### config.mk
export PLATFORM = sky130hd
export DESIGN_NAME = mesh_parent_select_next_hop
export DESIGN_NICKNAME = d
export VERILOG_FILES = /design/src/rtl/core/mpsnh_pkg.sv /design/src/rtl/core/mpsnh_cell.sv /design/src/rtl/core/mesh_parent_select_next_hop.sv
export SDC_FILE = /design/constraint.sdc
export NUM_CORES = 2
export LEC_CHECK = 0
export BUFFER_PORTS_ARGS = -buffer_cell sky130_fd_sc_hd__clkbuf_2
export CAP_MARGIN = 40
export CORE_MARGIN = 2
export CORE_UTILIZATION = 64
export CTS_BUF_LIST = sky130_fd_sc_hd__clkbuf_16
export DETAILED_ROUTE_END_ITERATION = 10
export GPL_ROUTABILITY_DRIVEN = 0
export PLACE_DENSITY = 0.86
export REMOVE_ABC_BUFFERS = 1
export SETUP_SLACK_MARGIN = 0.4
export SKIP_LAST_GASP = 1
export SYNTH_ARGS = -nofsm -noshare
export SYNTH_HDL_FRONTEND = slang
export SYNTH_HIERARCHICAL = 1
export SYNTH_SLANG_ARGS = --single-unit
### constraint.sdc
create_clock -name i_clk -period 10.35 [get_ports i_clk]
set_input_delay 0.5175 -clock i_clk [delete_from_list [all_inputs] [get_ports i_clk]]
set_output_delay 0.5175 -clock i_clk [all_outputs]
set_load 0.1 [all_outputs]
### src/rtl/core/mpsnh_pkg.sv
`timescale 1ns / 1ps
`default_nettype none

package mpsnh_pkg;

    // default table depth
    localparam int MAX_NEIGHBORS_DEF = 16;

    // parent selection constants
    localparam int        SCORE_W     = 7;
    localparam int        PEN_W       = 5;
    localparam logic [7:0] HOP_LIMIT  = 8'd8;
    localparam logic [6:0] HOP_WEIGHT = 7'd10;
    localparam logic [7:0] RSSI_KNEE  = 8'd40;
    localparam logic [7:0] ORPHAN_HOPS = 8'hFF;

    // reciprocal of five for values below 128: x/5 == (x*205) >> 10
    localparam logic [14:0] RECIP5     = 15'd205;
    localparam int          RECIP5_SHR = 10;

    // command codes
    typedef enum logic [1:0] {
        ACT_WRITE  = 2'd0,
        ACT_COUNT  = 2'd1,
        ACT_PARENT = 2'd2,
        ACT_QUERY  = 2'd3
    } t_action;

    // record handed from cell to cell during a scan
    typedef struct packed {
        logic               found;
        logic [SCORE_W-1:0] score;
        logic [15:0]        id;
        logic [2:0]         hops;
        logic signed [7:0]  rssi;
        logic               match;
    } t_scan;

    // signal strength penalty: max(0, |rssi| - 40) / 5
    function automatic logic [PEN_W-1:0] link_penalty(input logic signed [7:0] rssi);
        logic [7:0]  mag;
        logic [6:0]  over;
        logic [14:0] prod;
        mag  = rssi[7] ? (8'(~rssi) + 8'd1) : 8'(rssi);
        over = (mag < RSSI_KNEE) ? 7'd0 : 7'(mag - RSSI_KNEE);
        prod = 15'(over) * RECIP5;
        return PEN_W'(prod >> RECIP5_SHR);
    endfunction

endpackage

`default_nettype wire

### src/rtl/core/mpsnh_cell.sv
`timescale 1ns / 1ps
`default_nettype none

module mpsnh_cell #(
    parameter int CELL_IDX = 0,
    parameter int CNT_W    = 5
) (
    input  wire                  i_clk,
    input  wire                  i_wr_en,
    input  wire [15:0]           i_nb_id,
    input  wire [7:0]            i_nb_hops,
    input  wire [15:0]           i_nb_uplink,
    input  wire signed [7:0]     i_nb_rssi,
    input  wire [CNT_W-1:0]      i_count,
    input  wire [15:0]           i_own_id,
    input  wire [15:0]           i_dst,
    input  wire mpsnh_pkg::t_scan i_scan,
    output mpsnh_pkg::t_scan     o_scan
);

    // slot contents, undefined until written
    logic [15:0]       r_id;
    logic [7:0]        r_hops;
    logic [15:0]       r_uplink;
    logic signed [7:0] r_rssi;

    logic                          w_valid;
    logic                          w_qual;
    logic [mpsnh_pkg::SCORE_W-1:0] w_score;
    mpsnh_pkg::t_scan              n_scan;
    mpsnh_pkg::t_scan              r_scan;

    always_ff @(posedge i_clk) begin
        if (i_wr_en) begin
            r_id     <= i_nb_id;
            r_hops   <= i_nb_hops;
            r_uplink <= i_nb_uplink;
            r_rssi   <= i_nb_rssi;
        end
    end

    // slot qualification and score
    assign w_valid = int'(i_count) > CELL_IDX;
    assign w_qual  = w_valid && (r_hops < mpsnh_pkg::HOP_LIMIT) && (r_uplink != i_own_id);
    assign w_score = mpsnh_pkg::SCORE_W'(7'(r_hops[2:0]) * mpsnh_pkg::HOP_WEIGHT)
                   + mpsnh_pkg::SCORE_W'(mpsnh_pkg::link_penalty(r_rssi));

    // keep the earlier slot unless this one is strictly better
    always_comb begin
        n_scan = i_scan;
        if (w_qual && (!i_scan.found || (w_score < i_scan.score))) begin
            n_scan.found = 1'b1;
            n_scan.score = w_score;
            n_scan.id    = r_id;
            n_scan.hops  = r_hops[2:0];
            n_scan.rssi  = r_rssi;
        end
        if (w_valid && (r_id == i_dst)) begin
            n_scan.match = 1'b1;
        end
    end

    always_ff @(posedge i_clk) begin
        r_scan <= n_scan;
    end

    assign o_scan = r_scan;

endmodule

`default_nettype wire

### src/rtl/core/mesh_parent_select_next_hop.sv
`timescale 1ns / 1ps
`default_nettype none

// channel   | ports                                         | handshake
// ----------+-----------------------------------------------+---------------------------
// command   | i_action, i_slot, i_valid_count, i_nb_*, i_dst | start high while busy low
// result    | o_next_hop, o_cur_parent, o_cur_hops, ...     | o_done for one cycle
// config    | psel, penable, pwrite, paddr, pwdata, prdata  | apb, pready tied high
//
// slot write and count commands give their word in the cycle after start.
// recompute and query pass a record down a row of MAX_NEIGHBORS cells, one
// cell per cycle, and give their word once the record leaves the last cell;
// busy is high while the row is walked, and no new command is taken then.
// reset is synchronous; no clearing pass, slot contents are undefined until written.
// the receiver cannot stall: each word is shown once, for one cycle.

module mesh_parent_select_next_hop #(
    parameter int MAX_NEIGHBORS = mpsnh_pkg::MAX_NEIGHBORS_DEF
) (
    input  wire               i_clk,
    input  wire               i_rst_n,
    // command
    input  wire               start,
    output logic              busy,
    input  wire [1:0]         i_action,
    input  wire [3:0]         i_slot,
    input  wire [4:0]         i_valid_count,
    input  wire [15:0]        i_nb_id,
    input  wire [7:0]         i_nb_hops,
    input  wire [15:0]        i_nb_uplink,
    input  wire signed [7:0]  i_nb_rssi,
    input  wire [15:0]        i_dst,
    // result
    output logic              o_done,
    output logic [15:0]       o_next_hop,
    output logic [15:0]       o_cur_parent,
    output logic [7:0]        o_cur_hops,
    output logic signed [7:0] o_cur_parent_rssi,
    // config
    input  wire               psel,
    input  wire               penable,
    input  wire               pwrite,
    input  wire [2:0]         paddr,
    input  wire [31:0]        pwdata,
    output logic [31:0]       prdata,
    output logic              pready
);

    localparam int CNT_W = $clog2(MAX_NEIGHBORS + 1);

    localparam logic REG_IS_ROOT = 1'b0;
    localparam logic REG_OWN_ID  = 1'b1;

    // config registers
    logic        r_is_root;
    logic [15:0] r_own_id;
    logic        w_cfg_wr;

    assign pready   = 1'b1;
    assign w_cfg_wr = psel && penable && pwrite;

    always_ff @(posedge i_clk) begin
        if (!i_rst_n) begin
            r_is_root <= 1'b0;
            r_own_id  <= 16'd1;
        end else if (w_cfg_wr) begin
            case (paddr[2])
                REG_IS_ROOT: r_is_root <= pwdata[0];
                REG_OWN_ID:  r_own_id  <= pwdata[15:0];
                default:     r_is_root <= r_is_root;
            endcase
        end
    end

    always_comb begin
        case (paddr[2])
            REG_IS_ROOT: prdata = {31'd0, r_is_root};
            REG_OWN_ID:  prdata = {16'd0, r_own_id};
            default:     prdata = 32'd0;
        endcase
    end

    // command acceptance
    logic               w_accept;
    mpsnh_pkg::t_action w_action;

    assign w_action = mpsnh_pkg::t_action'(i_action);
    assign w_accept = start && !busy;

    // per-slot write enables
    logic [MAX_NEIGHBORS-1:0] w_wr;

    for (genvar g = 0; g < MAX_NEIGHBORS; g++) begin : g_wr
        assign w_wr[g] = w_accept && (w_action == mpsnh_pkg::ACT_WRITE)
                       && (int'(i_slot) == g);
    end

    // saturated valid count
    logic [CNT_W-1:0] w_count_sat;
    assign w_count_sat = (int'(i_valid_count) > MAX_NEIGHBORS)
                       ? CNT_W'(MAX_NEIGHBORS) : CNT_W'(i_valid_count);

    // control and result registers
    logic               r_busy;
    logic [CNT_W-1:0]   r_cnt;
    logic [CNT_W-1:0]   r_count;
    mpsnh_pkg::t_action r_action;
    logic [15:0]        r_dst;
    logic               r_done;
    logic [15:0]        r_next_hop;
    logic [15:0]        r_parent;
    logic [7:0]         r_hops;
    logic signed [7:0]  r_parent_rssi;

    // row of cells
    mpsnh_pkg::t_scan w_scan [0:MAX_NEIGHBORS];

    assign w_scan[0] = '0;

    for (genvar g = 0; g < MAX_NEIGHBORS; g++) begin : g_cell
        mpsnh_cell #(
            .CELL_IDX (g),
            .CNT_W    (CNT_W)
        ) u_cell (
            .i_clk       (i_clk),
            .i_wr_en     (w_wr[g]),
            .i_nb_id     (i_nb_id),
            .i_nb_hops   (i_nb_hops),
            .i_nb_uplink (i_nb_uplink),
            .i_nb_rssi   (i_nb_rssi),
            .i_count     (r_count),
            .i_own_id    (r_own_id),
            .i_dst       (r_dst),
            .i_scan      (w_scan[g]),
            .o_scan      (w_scan[g+1])
        );
    end

    mpsnh_pkg::t_scan w_last;
    logic             w_finish;

    assign w_last   = w_scan[MAX_NEIGHBORS];
    assign w_finish = r_busy && (r_cnt == CNT_W'(MAX_NEIGHBORS));

    // command sequencing and result registers
    always_ff @(posedge i_clk) begin
        if (!i_rst_n) begin
            r_busy        <= 1'b0;
            r_cnt         <= '0;
            r_count       <= '0;
            r_action      <= mpsnh_pkg::ACT_WRITE;
            r_done        <= 1'b0;
            r_next_hop    <= 16'd0;
            r_parent      <= 16'd0;
            r_hops        <= mpsnh_pkg::ORPHAN_HOPS;
            r_parent_rssi <= 8'sd0;
        end else begin
            r_done <= 1'b0;
            if (w_accept) begin
                r_action   <= w_action;
                r_cnt      <= '0;
                r_next_hop <= 16'd0;
                case (w_action)
                    mpsnh_pkg::ACT_WRITE: r_done <= 1'b1;
                    mpsnh_pkg::ACT_COUNT: begin
                        r_count <= w_count_sat;
                        r_done  <= 1'b1;
                    end
                    mpsnh_pkg::ACT_PARENT: r_busy <= 1'b1;
                    mpsnh_pkg::ACT_QUERY:  r_busy <= 1'b1;
                    default:               r_busy <= 1'b0;
                endcase
            end else if (w_finish) begin
                r_busy <= 1'b0;
                r_done <= 1'b1;
                case (r_action)
                    mpsnh_pkg::ACT_PARENT: begin
                        if (r_is_root) begin
                            r_parent      <= 16'd0;
                            r_hops        <= 8'd0;
                            r_parent_rssi <= 8'sd0;
                        end else if (w_last.found && (w_last.id != 16'd0)) begin
                            r_parent      <= w_last.id;
                            r_hops        <= 8'(w_last.hops) + 8'd1;
                            r_parent_rssi <= w_last.rssi;
                        end else begin
                            r_parent      <= 16'd0;
                            r_hops        <= mpsnh_pkg::ORPHAN_HOPS;
                            r_parent_rssi <= 8'sd0;
                        end
                    end
                    mpsnh_pkg::ACT_QUERY: begin
                        r_next_hop <= w_last.match ? r_dst : r_parent;
                    end
                    default: r_next_hop <= 16'd0;
                endcase
            end else if (r_busy) begin
                r_cnt <= r_cnt + CNT_W'(1);
            end
        end
    end

    // destination held for the whole walk
    always_ff @(posedge i_clk) begin
        if (w_accept) begin
            r_dst <= i_dst;
        end
    end

    assign busy              = r_busy;
    assign o_done            = r_done;
    assign o_next_hop        = r_next_hop;
    assign o_cur_parent      = r_parent;
    assign o_cur_hops        = r_hops;
    assign o_cur_parent_rssi = r_parent_rssi;

endmodule

`default_nettype wire

==> impl_metrics.env <==
export IMPL_wl_per_cell_um=24.4
export IMPL_setup_tns_ns=0
export IMPL_slew_headroom_pct=37.4
export IMPL_crit_fanout=11
export IMPL_antenna_found_initial=21
export IMPL_clk_latency_ns=0.78
export IMPL_seqPwrFrac_pct=50.6
export IMPL_status="finished, final reports clean"
export IMPL_worstPathRequired_ns=11.00
export IMPL_grt_pass1_vias=53700
export IMPL_slew_violations=0
export IMPL_vdd_ir_drop_max_mv=0.170
export IMPL_p_switching_mw=2.97
export IMPL_clkPwrFrac_pct=41.5
export IMPL_syn_instance_count=6223
export IMPL_drive_gt1_share_pct=17.2
export IMPL_critPathLaunchType="flip-flop"
export IMPL_initial_core_util_pct=64.6
export IMPL_pre_cts_slack_ns=0.809
export IMPL_ctsHtreeMaxLevel=4
export IMPL_num_vias=51700
export IMPL_syn2layout_area_growth_pct=9.48
export IMPL_die_h_um=355
export IMPL_routed_via_density=6.22
export IMPL_max_freq_ghz=0.104
export IMPL_core_um2=122000
export IMPL_hold_class="in -> reg"
export IMPL_p_comb_share_pct=7.9
export IMPL_fin_nets=7584
export IMPL_fin_ws_ns=0.702
export IMPL_first_pass_iters=6
export IMPL_ys_warn_count=6
export IMPL_clock_sinks=1429
export IMPL_drtIter0Drc=5208
export IMPL_p_int_mw=9.32
export IMPL_cts_tree="built"
export IMPL_synth_area_per_cell_um2=12.7
export IMPL_drv_cap=0
export IMPL_rsz0062_at_grt="no"
export IMPL_path_clk_slew_ns=0.06
export IMPL_swShare_pct=24.1
export IMPL_route_detailed_drc=0
export IMPL_setup_viol=0
export IMPL_die_x_um=355
export IMPL_dieArea_um2=126000
export IMPL_cts_buffers=136
export IMPL_grt_pass1_wl_um=306000
export IMPL_ant_nets=0
export IMPL_grt_max_degree=49
export IMPL_min_period_ns=9.65
export IMPL_grt_ovfl_total=0
export IMPL_min_period_over_period_pct=93.2
export IMPL_critical_path_max_stage_delay_ns=0.55
export IMPL_final_hold_viol_count=0
export IMPL_io_buffer_count=163
export IMPL_final_util_pct=70.7
export IMPL_placementRows=128
export IMPL_cp_arrival_ns=10.29
export IMPL_tightest_slew_ns=0.932
export IMPL_io_pins=199
export IMPL_power_density_nw_per_um2=143
export IMPL_crit_type="reg -> reg"
export IMPL_grt_use_total_pct=31.5
export IMPL_hpwl_um=130000
export IMPL_clk_root_buffer_cell="clkbuf_16"
export IMPL_fin_worst_skew_ns=0.0605
export IMPL_wirelength_um=203000
export IMPL_p_leak_nw=36.9
export IMPL_cp_end_kind="flip-flop"
export IMPL_crit_slowest_cell="a221oi_1"
export IMPL_synthesis_area_um2=78700
export IMPL_clk_path_buf_depth=3
## worst max-delay path, delay by kind of cell (launching register included)
kind / cells / cell delay (ns)
fa+ha+maj: 8 / 2.73
compound gates: 10 / 2.91
flops: 1 / 0.45
xor+xnor: 1 / 0.20
buf+inv: 7 / 0.67
mux: 2 / 0.58
simple gates: 6 / 1.99
## power groups by stage
stage          registers, mW  logic, mW  clock network, mW
2_1_floorplan           6.32      0.589                  0
4_1_cts                 6.21      0.944               5.07
5_1_grt                 6.22       1.04               5.31
3_3_place_gp            6.32      0.859                  0
3_5_place_dp            6.32      0.904                  0
6_report                6.21      0.976               5.10
## final timing paths
kind / startpoint / end / slack [ns] / cells past startpoint
worst max-delay path: g_cell[13].u_cell/r_rssi[1] / g_cell[13].u_cell/o_scan[2] / 0.70 / 34
worst min-delay path: pwdata[10] / r_own_id[10] / 0.03 / 3
worst max register to register: g_cell[13].u_cell/r_rssi[1] / g_cell[13].u_cell/o_scan[2] / 0.70 / 34
worst min register to register: g_cell[10].u_cell/o_scan[0] / g_cell[11].u_cell/o_scan[0] / 0.42 / 1
## layer usage
| layer | wire length (um) | GRT usage [%] | part of all wire, % |
|---|---|---|---|
| met1 | 72600 | 36.4 | 36 |
| met5 | 158 | 0 | 0.078 |
| met3 | 17900 | 6.20 | 8.9 |
| met2 | 99100 | 54.8 | 49 |
| met4 | 12900 | 17.8 | 6.4 |
## through the flow
stage	instances	hold slack [ns]	total power, mW	cell area [um^2]
finish	8302	0.0331	12.3	86200
global route	8299	0.0298	12.6	86200
CTS	8282	0.0103	12.2	86000
detailed placement	8013	0.395	7.23	81300
global placement	8007	0.398	7.18	81200
floorplan	6147	0.382	6.91	77700
## registers in the layout, summed over array words and instances (netlist names)
register	cells
g_cell.u_cell/o_scan	569
o_next_hop	16
o_cur_hops	5
r_count	5
g_cell.u_cell/r_hops	128
o_done	1
busy	1
g_cell.u_cell/r_rssi	128
o_cur_parent	16
g_cell.u_cell/r_id	256
r_is_root	1
r_action	2
r_dst	16
o_cur_parent_rssi	8
r_cnt	5
g_cell.u_cell/r_uplink	256
r_own_id	16
## cells in the final DEF, fill, tap and decap left out, types with 80 or more instances in the layout
cell and count:
nand2_1 232, a21o_1 86, xnor2_1 590, nand4_1 144
fa_1 144, edfxtp_1 784, dfxtp_1 645, xor2_1 171
a21oi_1 136, nor2_1 193, clkbuf_2 165, mux2_4 444
ha_1 771, nor3_1 80, clkbuf_16 142, o21ai_0 96
inv_1 581
## area by class of cell
type	count	area, um^2
multi-input cells	4166	39400
flip-flops and latches	1429	36500
fillers	7365	35700
clock buffers	142	3550
inverters	552	2070
well taps	1625	2030
repair buffers	268	1710
clock inverters	110	992
diodes	10	25.0
## timing repair
item                                    in CTS  in global routing
hold buffers                                17                  0
buffers inserted                             0                  6
resized for setup                            0                 15
endpoints found under the setup margin       0                133
endpoints found under the hold margin       17                  0
Power figures use the tool's default switching activity.
